`config.mk`:
```
export PLATFORM = sky130hd
export DESIGN_NAME = encoder_media_key_reporter
export DESIGN_NICKNAME = d
export VERILOG_FILES = /design/src/rtl/emkr_pkg.sv /design/src/rtl/emkr_core.sv /design/src/rtl/encoder_media_key_reporter.sv
export SDC_FILE = /design/constraint.sdc
export NUM_CORES = 1
export LEC_CHECK = 0
export ABC_AREA = 0
export BUFFER_PORTS_ARGS = -buffer_cell sky130_fd_sc_hd__buf_2
export CAP_MARGIN = 20
export CORE_ASPECT_RATIO = 1.2
export CORE_MARGIN = 2
export CORE_UTILIZATION = 53
export CTS_BUF_LIST = sky130_fd_sc_hd__clkbuf_4 sky130_fd_sc_hd__clkbuf_8
export DETAILED_ROUTE_END_ITERATION = 10
export GPL_ROUTABILITY_DRIVEN = 0
export MAX_ROUTING_LAYER = met4
export PLACE_DENSITY = 0.72
export SKIP_LAST_GASP = 1
export SYNTH_ARGS = -nofsm -noshare
export SYNTH_HDL_FRONTEND = slang
export SYNTH_SLANG_ARGS = --single-unit
```
`constraint.sdc`:
```
create_clock -name i_clk -period 4.9 [get_ports i_clk]
set_input_delay 1.47 -clock i_clk [delete_from_list [all_inputs] [get_ports i_clk]]
set_output_delay 1.47 -clock i_clk [all_outputs]
set_load 0.1 [all_outputs]
```
`src/rtl/emkr_pkg.sv`:
```
// Package: shared types, codes and constants for the media key reporter.
`default_nettype none
package emkr_pkg;

    localparam int TIME_BITS = 32;

    // Event kinds
    localparam logic [1:0] MODE_ENC    = 2'd0;
    localparam logic [1:0] MODE_MUTE   = 2'd1;
    localparam logic [1:0] MODE_PAUSE  = 2'd2;
    localparam logic [1:0] MODE_REPORT = 2'd3;

    // Configuration register indexes
    localparam logic [2:0] CFG_SPI         = 3'd0;
    localparam logic [2:0] CFG_ENC_DEB     = 3'd1;
    localparam logic [2:0] CFG_RPT_IVL     = 3'd2;
    localparam logic [2:0] CFG_REL_DLY     = 3'd3;
    localparam logic [2:0] CFG_BTN_DEB     = 3'd4;

    localparam int CFG_DATA_BITS = 22;

    // Consumer usage codes
    localparam logic [15:0] USAGE_VOL_UP     = 16'h00E9;
    localparam logic [15:0] USAGE_VOL_DOWN   = 16'h00EA;
    localparam logic [15:0] USAGE_PLAY_PAUSE = 16'h00CD;
    localparam logic [15:0] USAGE_MUTE       = 16'h00E2;
    localparam logic [15:0] USAGE_RELEASE    = 16'h0000;

    // Reset values of the configuration registers
    localparam logic [4:0]  RST_SPI     = 5'd4;
    localparam logic [19:0] RST_ENC_DEB = 20'd1000;
    localparam logic [19:0] RST_RPT_IVL = 20'd20000;
    localparam logic [19:0] RST_REL_DLY = 20'd10000;
    localparam logic [21:0] RST_BTN_DEB = 22'd50000;

    typedef struct packed {
        logic [4:0]  steps_per_indent;
        logic [19:0] encoder_debounce_us;
        logic [19:0] report_interval_us;
        logic [19:0] release_delay_us;
        logic [21:0] button_debounce_us;
    } t_cfg;

    typedef struct packed {
        logic [1:0]           mode;
        logic                 enc_a;
        logic                 enc_b;
        logic [TIME_BITS-1:0] now;
    } t_item;

    typedef struct packed {
        logic        valid;
        logic [15:0] code;
    } t_result;

endpackage
`default_nettype wire

```
`src/rtl/emkr_core.sv`:
```
// Event processing core: encoder, button and report state, updated on each fired item.
`default_nettype none
module emkr_core (
    input  wire logic             i_clk,
    input  wire logic             i_rst_n,
    input  wire logic             i_fire,
    input  wire emkr_pkg::t_item  i_item,
    input  wire emkr_pkg::t_cfg   i_cfg,
    output emkr_pkg::t_result     o_result
);

    localparam int TB = emkr_pkg::TIME_BITS;
    // compare width: wide enough for both a time difference and any register
    localparam int CW = (TB > emkr_pkg::CFG_DATA_BITS) ? TB : emkr_pkg::CFG_DATA_BITS;

    logic [1:0]          r_last_phase,       n_last_phase;
    logic [TB-1:0]       r_last_step_time,   n_last_step_time;
    logic signed [6:0]   r_step_delta,       n_step_delta;
    logic [TB-1:0]       r_last_report_time, n_last_report_time;
    logic [TB-1:0]       r_last_pause_time,  n_last_pause_time;
    logic [TB-1:0]       r_last_button_time, n_last_button_time;
    logic                r_mute_pending,     n_mute_pending;
    logic                r_pause_pending,    n_pause_pending;
    logic                r_key_held,         n_key_held;

    logic [4:0]          spi;
    logic signed [6:0]   spi_s;
    logic signed [6:0]   limit_s;
    logic [TB-1:0]       el_step, el_report, el_pause, el_button;
    logic [1:0]          phase;
    logic [1:0]          pos_from, pos_to, pos_d;
    logic signed [6:0]   stepped;
    logic                res_valid;
    logic [15:0]         res_code;

    always_comb begin
        if (i_cfg.steps_per_indent == 5'd0) begin
            spi = 5'd1;
        end else if (i_cfg.steps_per_indent > 5'd16) begin
            spi = 5'd16;
        end else begin
            spi = i_cfg.steps_per_indent;
        end
    end

    assign spi_s   = $signed({2'b00, spi});
    assign limit_s = spi_s + (spi_s <<< 1);

    // Wrapping time differences
    assign el_step   = i_item.now - r_last_step_time;
    assign el_report = i_item.now - r_last_report_time;
    assign el_pause  = i_item.now - r_last_pause_time;
    assign el_button = i_item.now - r_last_button_time;

    // Gray position: 00->0, 01->1, 11->2, 10->3
    assign phase    = {i_item.enc_a, i_item.enc_b};
    assign pos_from = {r_last_phase[1], r_last_phase[1] ^ r_last_phase[0]};
    assign pos_to   = {phase[1], phase[1] ^ phase[0]};
    assign pos_d    = pos_to - pos_from;

    always_comb begin
        n_last_phase       = r_last_phase;
        n_last_step_time   = r_last_step_time;
        n_step_delta       = r_step_delta;
        n_last_report_time = r_last_report_time;
        n_last_pause_time  = r_last_pause_time;
        n_last_button_time = r_last_button_time;
        n_mute_pending     = r_mute_pending;
        n_pause_pending    = r_pause_pending;
        n_key_held         = r_key_held;
        res_valid          = 1'b0;
        res_code           = emkr_pkg::USAGE_RELEASE;
        stepped            = r_step_delta;

        case (i_item.mode)
            emkr_pkg::MODE_ENC: begin
                if (CW'(el_step) >= CW'(i_cfg.encoder_debounce_us)) begin
                    if (phase != r_last_phase) begin
                        if (pos_d == 2'd1) begin
                            stepped = r_step_delta - 7'sd1;
                        end else if (pos_d == 2'd3) begin
                            stepped = r_step_delta + 7'sd1;
                        end
                        n_last_phase     = phase;
                        n_last_step_time = i_item.now;
                    end
                    // clamp also applies when the phase did not move
                    if (stepped > limit_s) begin
                        n_step_delta = limit_s;
                    end else if (stepped < -limit_s) begin
                        n_step_delta = -limit_s;
                    end else begin
                        n_step_delta = stepped;
                    end
                end
            end
            emkr_pkg::MODE_MUTE: begin
                if (CW'(el_button) > CW'(i_cfg.button_debounce_us)) begin
                    n_mute_pending     = 1'b1;
                    n_last_button_time = i_item.now;
                end
            end
            emkr_pkg::MODE_PAUSE: begin
                n_pause_pending = 1'b1;
            end
            emkr_pkg::MODE_REPORT: begin
                if (r_step_delta >= spi_s) begin
                    if (CW'(el_report) > CW'(i_cfg.report_interval_us)) begin
                        n_step_delta = r_step_delta - spi_s;
                        res_valid    = 1'b1;
                        res_code     = emkr_pkg::USAGE_VOL_UP;
                    end
                end else if (r_step_delta <= -spi_s) begin
                    if (CW'(el_report) > CW'(i_cfg.report_interval_us)) begin
                        n_step_delta = r_step_delta + spi_s;
                        res_valid    = 1'b1;
                        res_code     = emkr_pkg::USAGE_VOL_DOWN;
                    end
                end else if (r_pause_pending) begin
                    if (CW'(el_pause) > CW'(i_cfg.button_debounce_us)) begin
                        n_pause_pending   = 1'b0;
                        n_last_pause_time = i_item.now;
                        res_valid         = 1'b1;
                        res_code          = emkr_pkg::USAGE_PLAY_PAUSE;
                    end
                end else if (r_mute_pending) begin
                    n_mute_pending = 1'b0;
                    res_valid      = 1'b1;
                    res_code       = emkr_pkg::USAGE_MUTE;
                end else if (r_key_held && (CW'(el_report) > CW'(i_cfg.release_delay_us))) begin
                    res_valid = 1'b1;
                    res_code  = emkr_pkg::USAGE_RELEASE;
                end
                if (res_valid) begin
                    n_last_report_time = i_item.now;
                    n_key_held         = (res_code != emkr_pkg::USAGE_RELEASE);
                end
            end
            default: begin
            end
        endcase
    end

    always_ff @(posedge i_clk) begin
        if (!i_rst_n) begin
            r_last_phase       <= '0;
            r_last_step_time   <= '0;
            r_step_delta       <= '0;
            r_last_report_time <= '0;
            r_last_pause_time  <= '0;
            r_last_button_time <= '0;
            r_mute_pending     <= 1'b0;
            r_pause_pending    <= 1'b0;
            r_key_held         <= 1'b0;
        end else if (i_fire) begin
            r_last_phase       <= n_last_phase;
            r_last_step_time   <= n_last_step_time;
            r_step_delta       <= n_step_delta;
            r_last_report_time <= n_last_report_time;
            r_last_pause_time  <= n_last_pause_time;
            r_last_button_time <= n_last_button_time;
            r_mute_pending     <= n_mute_pending;
            r_pause_pending    <= n_pause_pending;
            r_key_held         <= n_key_held;
        end
    end

    assign o_result.valid = res_valid;
    assign o_result.code  = res_code;

endmodule
`default_nettype wire

```
`src/rtl/encoder_media_key_reporter.sv`:
```
// Top level: media key reporter with input register, core and skid-buffered output.
//
//  channel | direction | handshake                 | payload
//  --------+-----------+---------------------------+----------------------------------
//  in      | sink      | i_in_valid / o_in_stall   | mode, enc_a, enc_b, now_us
//  out     | source    | o_out_valid / i_out_stall | usage_code
//  cfg     | sink      | i_cfg_we                  | i_cfg_index, i_cfg_data
//
// One transaction per cycle sustained while the skid entry stays empty; a result reaches
// o_out_valid through the input register, then the output register.
// Synchronous active-low reset clears all control state and config to defaults.
// A two-entry output (register plus skid) lets input keep flowing while out stalls;
// o_in_stall rises only when both output entries are full and an item is waiting.
`default_nettype none
module encoder_media_key_reporter (
    input  wire logic        i_clk,
    input  wire logic        i_rst_n,
    input  wire logic        i_in_valid,
    output logic             o_in_stall,
    input  wire logic [1:0]  i_in_mode,
    input  wire logic        i_in_enc_a,
    input  wire logic        i_in_enc_b,
    input  wire logic [31:0] i_in_now_us,
    output logic             o_out_valid,
    input  wire logic        i_out_stall,
    output logic [15:0]      o_out_usage_code,
    input  wire logic        i_cfg_we,
    input  wire logic [2:0]  i_cfg_index,
    input  wire logic [emkr_pkg::CFG_DATA_BITS-1:0] i_cfg_data
);

    emkr_pkg::t_cfg    r_cfg;
    emkr_pkg::t_item   r_item;
    logic              r_in_valid;
    logic              r_out_valid;
    logic [15:0]       r_out_code;
    logic              r_skid_valid;
    logic [15:0]       r_skid_code;
    emkr_pkg::t_result result;
    logic              fire;
    logic              deq;
    logic              in_acc;

    // Config registers
    always_ff @(posedge i_clk) begin
        if (!i_rst_n) begin
            r_cfg.steps_per_indent    <= emkr_pkg::RST_SPI;
            r_cfg.encoder_debounce_us <= emkr_pkg::RST_ENC_DEB;
            r_cfg.report_interval_us  <= emkr_pkg::RST_RPT_IVL;
            r_cfg.release_delay_us    <= emkr_pkg::RST_REL_DLY;
            r_cfg.button_debounce_us  <= emkr_pkg::RST_BTN_DEB;
        end else if (i_cfg_we) begin
            case (i_cfg_index)
                emkr_pkg::CFG_SPI:     r_cfg.steps_per_indent    <= i_cfg_data[4:0];
                emkr_pkg::CFG_ENC_DEB: r_cfg.encoder_debounce_us <= i_cfg_data[19:0];
                emkr_pkg::CFG_RPT_IVL: r_cfg.report_interval_us  <= i_cfg_data[19:0];
                emkr_pkg::CFG_REL_DLY: r_cfg.release_delay_us    <= i_cfg_data[19:0];
                emkr_pkg::CFG_BTN_DEB: r_cfg.button_debounce_us  <= i_cfg_data;
                default: begin
                end
            endcase
        end
    end

    // Process the held item whenever the skid entry is free: there is always
    // room for its result in either the output register or the skid.
    assign fire       = r_in_valid && !r_skid_valid;
    assign o_in_stall = r_in_valid && r_skid_valid;
    assign in_acc     = i_in_valid && !o_in_stall;
    assign deq        = r_out_valid && !i_out_stall;

    always_ff @(posedge i_clk) begin
        if (!i_rst_n) begin
            r_in_valid <= 1'b0;
        end else if (in_acc) begin
            r_in_valid <= 1'b1;
        end else if (fire) begin
            r_in_valid <= 1'b0;
        end
    end

    always_ff @(posedge i_clk) begin
        if (in_acc) begin
            r_item.mode  <= i_in_mode;
            r_item.enc_a <= i_in_enc_a;
            r_item.enc_b <= i_in_enc_b;
            r_item.now   <= emkr_pkg::TIME_BITS'(i_in_now_us);
        end
    end

    emkr_core u_core (
        .i_clk    (i_clk),
        .i_rst_n  (i_rst_n),
        .i_fire   (fire),
        .i_item   (r_item),
        .i_cfg    (r_cfg),
        .o_result (result)
    );

    // Output register plus skid
    always_ff @(posedge i_clk) begin
        if (!i_rst_n) begin
            r_out_valid  <= 1'b0;
            r_skid_valid <= 1'b0;
        end else if (r_skid_valid) begin
            if (deq) begin
                r_out_valid  <= 1'b1;
                r_skid_valid <= 1'b0;
            end
        end else if (!r_out_valid || deq) begin
            r_out_valid <= fire && result.valid;
        end else if (fire && result.valid) begin
            r_skid_valid <= 1'b1;
        end
    end

    always_ff @(posedge i_clk) begin
        if (r_skid_valid) begin
            if (deq) begin
                r_out_code <= r_skid_code;
            end
        end else if (!r_out_valid || deq) begin
            r_out_code <= result.code;
        end else begin
            r_skid_code <= result.code;
        end
    end

    assign o_out_valid      = r_out_valid;
    assign o_out_usage_code = r_out_code;

endmodule
`default_nettype wire

```
Word-level counts from Yosys, hierarchy flattened
Index checks and enable logic that the tools add are counted.
W data, S select, Z words.
{"block": "totals", "reg_bits": 298, "in_bits": 66, "wordCells": 158, "output_inout_bits": 18}
{"block": "classes", "n_eq_ne": 18, "n_reduce_logical": 34, "magnitude_cmp": 10, "n_addsub": 12, "mux": 55, "n_bitwise": 6}
{"cell": "$mux W16", "count": 8}
{"cell": "$sub A32 B32 Y32", "count": 4}
{"cell": "$mux W7", "count": 12}
{"cell": "$gt A32 B20 Y1", "count": 2}
{"cell": "$gt A32 B22 Y1", "count": 2}
{"cell": "$ge A32 B20 Y1", "count": 1}
{"cell": "$mux W8", "count": 4}
{"cell": "$mux W1", "count": 26}
{"cell": "$reduce_bool A16 Y1", "count": 1}
{"cell": "$pmux W7 S2", "count": 1}
{"cell": "$reduce_and A2 Y1", "count": 7}
{"cell": "$reduce_and A6 Y1", "count": 2}
{"cell": "$mux W5", "count": 2}
{"cell": "$reduce_bool A2 Y1", "count": 5}
{"cell": "$ne A2 B1 Y1 const B", "count": 4}
{"cell": "$reduce_and A4 Y1", "count": 2}
{"cell": "$add A5 B6 Y7", "count": 1}
{"cell": "$add A7 B2 Y7 const B", "count": 1}
{"cell": "$add A7 B6 Y7", "count": 1}
{"cell": "$ge A7 B6 Y1", "count": 1}
{"cell": "$gt A7 B7 Y1", "count": 1}
{"cell": "$le A7 B7 Y1", "count": 1}
{"cell": "$lt A7 B7 Y1", "count": 1}
{"cell": "$neg A5 Y7", "count": 1}
{"cell": "other kinds (24)", "count": 44}

Depth between registers and ports, before layout
Gate-level depths: netlist of run 1.
{"block": "logic_depth", "ltp_word": 14, "ltp_mapped": 27, "mapped_depth_nobuf": 26}

Modules after synthesis
Synthesis of run 1 repeated with hierarchy kept, for this count alone.
{"block": "hier_totals", "hier_cells": 2676, "area_unflattened_um2": 22715.5}
{"module": "emkr_core", "cells_each": 2247, "instances": 1, "seq_area_each_um2": 2802.7, "area_per_inst_um2": 16966.3}
{"module": "encoder_media_key_reporter", "cells_each": 429, "instances": 1, "seq_area_each_um2": 3843.7, "area_per_inst_um2": 5749.3}

Least setup slack after synthesis of run 1
OpenSTA, ideal clock, no wires.
{"block": "synth_timing", "kind": "register -> register", "start": "reg r_item[1] (netlist name)", "end": "reg u_core.r_last_step_time[21]", "t_arrival_ns": 4.909, "n_path_buf": 1, "synth_period_minus_slack_ns": 4.980, "setup_time_ns": 0.072, "path_stages_with_launch": 25, "required_time_ns": 4.828, "slack_ns": -0.080, "path_cell_list": "edfxtp_1 ha_1 nor2b_1 o31a_1 o311ai_0 nand2_1 a21o_1 a21oi_1 nor2b_1 o21ai_0 nand2_1 xor2_1 ha_1 a21o_1 a21o_1 a21o_1 a21oi_1 o22ai_1 a21oi_1 o2111ai_1 nor4_1 nand3_1 nand3_2 buf_4 mux2i_1"}
{"block": "synth_between", "elab_chain_cells": 3}
{"item": "start, declared", "line": "encoder_media_key_reporter.sv:33", "source": "emkr_pkg::t_item r_item;"}
{"item": "$sub A32 B32 Y32", "line": "emkr_core.sv:50", "source": "assign el_step = i_item.now - r_last_step_time;"}
{"item": "$ge A32 B20 Y1", "line": "emkr_core.sv:77", "source": "if (CW'(el_step) >= CW'(i_cfg.encoder_debounce_us)) begin"}
{"item": "$reduce_and A4 Y1 (no line)"}
{"item": "end signal, assigned", "line": "emkr_core.sv:157", "source": "r_last_step_time <= n_last_step_time;"}
{"item": "end, declared", "line": "emkr_core.sv:17", "source": "logic [TB-1:0] r_last_step_time, n_last_step_time;"}
No other way between the ends.
A chain may end at the register's enable or synchronous reset.

==> results.md, run 1 <==
* Initial DRC Count at roughly 1700
* Total Power at around 7.9 mW
* Status: complete, but fails checks
* Antenna-violating nets left at 0
* Mapped Area at 21800 um2
* Hold Vio Cnt, Final at 0
* H-tree depth at 2
* Number of synthesis warnings at 0
* Antenna violations before repair at 0
* Largest net degree at the start of global routing at 74
* Clk slew on worst S/H paths at 60 ps
* Nets@finish at 3339
* Peak VDD IR at 0.302 mV
* DRC Markers at 0
* Sequential share of the synthesized area at 27.8%
* Drt wl/cell at 19.4 um
* Crit Path Max Fanout at 4
* Final worst slack at -248 ps
* FILL cells at 3295
* FP Rows at 81
* Hold Path Cell Cnt at 2
* WS Path Type: reg2reg
* Post-DP HPWL at slightly below 50 mm
* Die Y at between 200 and 250 um
* Post-synthesis async set-or-reset flop share at 0%
* Layout cells sized above 1 at between 10% and 20%
* Final setup fails at 146
* Post-layout instance area at 26800 um2
* CP most frequent cell: a21oi_2
* Critical path launch point type: register
* Detailed-route via count at 21400
* Pre-Repair DR Iteration Count at 5
* RSZ-0062 raised after global routing: yes
* Hold Crit Class: reg2reg
* Worst slew margin at 12.1%
* Max incr delay on CP at 410 ps
* Full die area at 42700 um2
* Post-synthesis register bit count at 278
* Overall routing resource usage at between 30% and 40%
* Post-synth top area share at between 20% and 30%
* Pwr dens at 295 nW/um2
* Worst Tran Pin Value at about 1300 ps
* Area of the core at 40600 um2
* CTS tree: done
* Area contributors post-synth: dfxtp_1 (21%), ha_1 (15%), mux2i_1 (6.9%)
* Post-synth top flop: dfxtp_1
* Area leader, netlist: dfxtp_1
* CP arrival at 5490 ps
* Clock period minus worst slack at 5150 ps
* Vias in the first global route at 20900
* Max clock buf depth at 3
* WL final at around 70 mm
* Clock skew at 39.2 ps
* Die width at 189 um
* Leakage at 11.5 nW
* Worst-skew pair later-pin latency at between 600 and 700 ps
* CP max stage cell: or3_4
* Area after DPL at 23700 um2
* Synth-to-layout area growth at 23.2%
* Setup crit end kind: register
* Slew Viols, Final at 0
* Failing checks: setup timing
* Post-synth EDFFs at 48
* Vias per inst at approximately 6
* CTS Buf Count at between 40 and 50
* Hold-fix buffers, CTS at 0
* IO buf count at 74
* Ports at between 80 and 90
* CTS sink cnt at about 280
* Fmax at between 150 and 200 MHz
* Mapped Cells at 2714
* Crit path required time at 5240 ps
* Root Buffer: clkbuf_8
* FF-to-FF path depth at 27
* Tcrit/Tclk final at 105%
* Mapped Avg Cell Area at 8.02 um2
* Netlist cell types at between 70 and 80
* Grt ovf at 0
* Initial Utilization at 53.5%
* Wire length of the first global-routing pass at between 100 and 150 mm
* Max_cap viols at 0
==> worst max-delay path: cells and delay by family (launching register included) <==
family	cells	cell delay, ps
muxes	1	310
and+or+nand+nor	5	1130
buffers and inverters	5	600
AOI/OAI and AO/OA	12	1570
adders and majority gates	3	750
xor gates and xnor gates	1	120
DFF	1	400
==> path summary, 6_finish.rpt <==
| check | start | to | slack, ps |
|---|---|---|---|
| worst max-delay path | r_item[0] | o_out_usage_code[6] | -250 |
| worst min-delay path | r_cfg[64] | r_cfg[64] | 450 |
| worst max register to register | r_item[0] | o_out_usage_code[6] | -250 |
| worst min register to register | r_cfg[64] | r_cfg[64] | 450 |
==> metrics by stage <==
| stage | setup slack [ps] | util (%) | instances | hold WS (ps) | TNS, ps |
|---|---|---|---|---|---|
| 3_5_place_dp | -615 | 58.4 | 3399 | 447 | -76300 |
| 3_3_place_gp | -466 | 58.4 | 3398 | 442 | -57370 |
| 2_1_floorplan | 27.0 | - | 2722 | 435 | 0 |
| 4_1_cts | -171 | 65.3 | 3573 | 455 | -9450 |
| 6_report | -248 | 66.0 | 3581 | 454 | -22490 |
| 5_1_grt | -468 | 66.0 | 3580 | 476 | -54790 |
==> state kept, by name (all words and copies together) (netlist names), 6 cells and up <==
name and count:
o_out_usage_code 6, u_core.r_last_button_time 32, u_core.r_last_report_time 32, r_cfg 87, r_item 36, u_core.r_last_pause_time 32
r_skid_code 6, u_core.r_last_step_time 32, u_core.r_step_delta 7
==> Yosys cell counts, types with 34 or more instances <==
cell and instances:
edfxtp_1 48, o211ai_1 38, nand3_1 51, a21oi_1 252, o21a_1 40, inv_1 255, nor2b_1 34, xor2_1 43
a21o_1 81, ha_1 266, nand4_1 42, clkbuf_1 81, nand2_1 394, o21ai_0 109, xnor2_1 79, nor2_1 161
nor3_1 38, mux2i_1 151, dfxtp_1 230
==> logic make-up (layout without fill, tap and decap cells) <==
family	count (synthesis)	in the layout	synth area share [%]
and+or+nand+nor	843	843	17.7
AOI/OAI and AO/OA	674	674	19.5
buffers and inverters	365	684	6.81
DFF	278	278	27.8
adders and majority gates	273	273	15.9
muxes	158	158	7.31
xor gates and xnor gates	122	122	4.91
other	1	10	0.0172
==> final cells by class <==
cell class,instances,area (um2),area share (%)
inverters,255,958,3.57
diodes,1,2.50,0.00933
flip-flops and latches,278,6050,22.5
repair buffers,337,2840,10.6
clock buffers,77,960,3.58
multi-input cells,2079,15200,56.7
clock inverters,15,136,0.509
well taps,539,674,2.52
==> cells in the final DEF (no fill, tap or decap), drive strengths merged, types with 17 or more instances in the layout <==
master	count
nand4	42
xor2	43
and3	24
mux2i	151
xnor2	79
nand2	394
a21oi	252
buf	336
edfxtp	48
nor2	161
o211ai	39
inv	255
o21ai	113
nand3	52
o21a	40
nor3	38
ha	266
clkbuf	78
o21bai	19
a21o	81
nand2b	17
dfxtp	230
nor2b	34
==> metal layers <==
layer	wire length [um]	part of all wire, %	GRT usage, %
met2	32200	46	53.9
met3	4610	6.6	4.18
met4	5120	7.4	20.8
met1	27600	40	37.9
met5	0	0	-
==> report_power, final <==
part           switching (mW)  total, mW  internal [mW]
registers              0.0883       2.50           2.41
clock network            1.05       2.41           1.36
logic                    1.71       2.99           1.29
==> timing repair <==
item	CTS	global route
setup endpoints to repair	154	153
resized for setup	177	56
pin swaps	76	33
endpoints found under the hold margin	0	0
setup buffers	70	12
cloned	12	1
(Power assumes the default switching activity.)
==> run 2, diff against run 1 <==
--- a/config.mk
+++ b/config.mk
@@ -5,7 +5,7 @@
 export SDC_FILE = /design/constraint.sdc
 export NUM_CORES = 1
 export LEC_CHECK = 0
-export ABC_AREA = 0
+export ABC_AREA = 1
 export BUFFER_PORTS_ARGS = -buffer_cell sky130_fd_sc_hd__buf_2
 export CAP_MARGIN = 20
 export CORE_ASPECT_RATIO = 1.2
==> run 2 against run 1 <==
The flow now finishes without violations. Sequential power is essentially flat. Synthesized area grew 6.3%. Register-to-register slack gained 610 ps. Design area decreased by 5.2%. Critical path type unchanged. Largest cell class unchanged.
==> results.md, run 2 <==
* Status: complete, no violations
* Post-layout instance area at 25400 um2 (-5.2%)
* Nets@finish at 3996 (+20%)
* FILL cells at 4308 (+31%)
* Post-Route Utilization at 59.3% (-6.7 points)
* TNS Setup at 0 ps (+22490 ps)
* Detailed-route via count at 23200 (+8.4%)
* Top flop regs: r_cfg: 87 flops, r_item: 36 flops
* Post-DP HPWL at 57.1 mm (+15%)
* Hold Vio Cnt, Final at 0 (unchanged)
* Post-synth EDFFs at 48 (unchanged)
* Cell Count, Final, Fillers Out at 4250 (+19%)
* Post-synth top area share at 19.9% (-1.3 points)
* Initial Utilization at 53.9% (+0.39 points)
* Largest net degree at the start of global routing at 118 (+59%)
* Vias per inst at 5.45 (-8.6%)
* Worst slack, placed at 203 ps (+818 ps)
* Vias in the first global route at 22500 (+7.6%)
* Setup crit end kind: register
* Post-synthesis async set-or-reset flop share at 0% (unchanged)
* Layout cells sized above 1 at 7.17% (-12 points)
* Worst-skew pair later-pin latency at 660 ps (+30 ps)
* DRC Markers at 0 (unchanged)
* Final worst slack at 359 ps (+607 ps)
* Overall routing resource usage at 32.9% (+0.13 points)
* Crit path required time at 5420 ps (+180 ps)
* Root Buffer: clkbuf_8
* Netlist cell types at 50 (-37%)
* Post-synthesis register bit count at 278 (unchanged)
* Area after DPL at 24200 um2 (+2.0%)
* CTS sink cnt at 278 (unchanged)
* WS Path Type: reg2reg
* Tcrit/Tclk final at 92.7% (-12 points)
* Cell with the most instances after synthesis: nand2_1
* Peak VDD IR at 0.191 mV (-37%)
* Max_cap viols at 0 (unchanged)
* Mapped Avg Cell Area at 6.50 um2 (-19%)
* Drt wl/cell at 17.1 um (-12%)
* Postcts setup bufs at 0 (-100%)
* Clock skew at 31.3 ps (-7.97 ps)
* Final setup fails at 0 (-100%)
* Wire length of the first global-routing pass at 114 mm (+5.6%)
* Clock period minus worst slack at 4540 ps (-607 ps)
* Die Y at 233 um (+3.0%)
* Worst slew margin at 41.1% (+29 points)
* Antenna violations before repair at 1 (+1)
* Full die area at 45300 um2 (+6.2%)
* Fmax at 220 MHz (+13%)
* CP arrival at 5060 ps (-430 ps)
* Die width at 195 um (+3.0%)
* Antenna-violating nets left at 0 (unchanged)
* Largest Register: r_cfg
* Pre-Repair DR Iteration Count at 6 (+1)
* Max reg flops at 87 (unchanged)
* Crit Path Max Fanout at 26 (+22)
* FP Rows at 83 (+2.5%)
* Area occupied by registers at 6050 um2 (unchanged)
* Clk slew on worst S/H paths at 60 ps (about the same)
* Synth-to-layout area growth at 9.92%
* Slew Viols, Final at 0 (unchanged)
* Commonest cells after routing, fill and taps aside: nand2_1 (930), inv_1 (579), a21oi_1 (359), nor2_1 (339), ha_1 (266)
* CTS Buf Count at 49 (unchanged)
* Hold Crit Class: reg2reg
* H-tree depth at 2 (unchanged)
* Area of the core at 42900 um2 (+5.5%)
* Total Power at 7.28 mW (-7.8%)
* CP most frequent cell: nand2_1
* Ports at 84 (unchanged)
* Area of the multi-input gates at 14500 um2 (-4.8%)
* Post-synth top flop: dfxtp_1
* Mapped Area at 23100 um2 (+6.3%)
* Mapped Cells at 3561 (+31%)
* RSZ-0062 raised after global routing: no
* WL final at 72.9 mm (+4.8%)
* Max incr delay on CP at 450 ps (+40 ps)
* CP max stage cell: fa_1
* Critical path launch point type: register
* IO buf count at 74 (unchanged)
* Area contributors post-synth: dfxtp_1 (20%), nand2_1 (15%), ha_1 (14%)
* Commonest non-fill, non-tap cell in the layout: nand2_1
* CTS tree: done
* Leakage at 12.6 nW (+9.4%)
* Worst Tran Pin Value at 883 ps (-419 ps)
* Area leader, netlist: dfxtp_1
* Synth top cells by count: nand2_1 (931), inv_1 (579), a21oi_1 (359)
* Pwr dens at 286 nW/um2 (-2.8%)
* Initial DRC Count at 1631 (-6.4%)
* Sequential share of the synthesized area at 26.1% (-1.6 points)
* Inst Count DP at 4156 (+22%)
* Min Hold Slack at 459 ps (+5.36 ps)
* Grt ovf at 0 (unchanged)
* Number of synthesis warnings at 0 (unchanged)
* Max clock buf depth at 3 (unchanged)
[run 2: power by group]
part | switching [mW] | total [mW] | leakage (nW) | internal (mW)
logic | 1.54 | 2.33 | 9.63 | 0.790
clock network | 1.06 | 2.46 | 0.595 | 1.40
registers | 0.0774 | 2.49 | 2.35 | 2.41
[run 2: what timing repair did]
item,4_1_cts,5_1_grt
resized for setup,0,11
hold buffers,0,0
endpoints found under the setup margin,0,68
[run 2: worst paths after layout]
kind | startpoint | to | slack, ps | cells past startpoint
setup / recovery | r_item[0] | u_core.r_last_pause_time[7] | 360 | 31
hold / removal | u_core.r_last_step_time[14] | u_core.r_last_step_time[14] | 460 | 2
setup reg to reg | r_item[0] | u_core.r_last_pause_time[7] | 360 | 31
hold reg to reg | u_core.r_last_step_time[14] | u_core.r_last_step_time[14] | 460 | 2
[run 2: worst max-delay path: cells and delay by family, from the launching register on]
| family | cells | cell delay (ps) |
|---|---|---|
| AND/OR/NAND/NOR | 18 | 1830 |
| adder cells (fa/ha/maj) | 3 | 880 |
| buffers and inverters | 6 | 750 |
| flip-flops | 1 | 420 |
| AO/OA/AOI/OAI | 3 | 340 |
| XOR/XNOR | 1 | 190 |
[run 2: cells by family after synthesis]
logic type / after synthesis / synth area share, %
AO/OA/AOI/OAI: 658 / 15.1
other: 1 / 0.0162
adder cells (fa/ha/maj): 273 / 15.0
XOR/XNOR: 107 / 4.05
flip-flops: 278 / 26.1
AND/OR/NAND/NOR: 1563 / 28.0
buffers and inverters: 681 / 11.7
[run 2: area by class of cell]
type,count,share of cell area (%)
multi-input cells,2610,56.9
flip-flops and latches,278,23.8
inverters,586,8.65
clock buffers,77,3.75
repair buffers,132,3.56
well taps,552,2.72
clock inverters,14,0.630
diodes,1,0.00984
[run 2: routing by layer]
layer	GRT usage [%]	wire length, um
met3	4.10	3820
met2	58.5	35500
met1	34.5	28200
met4	21.3	5260
met5	-	0
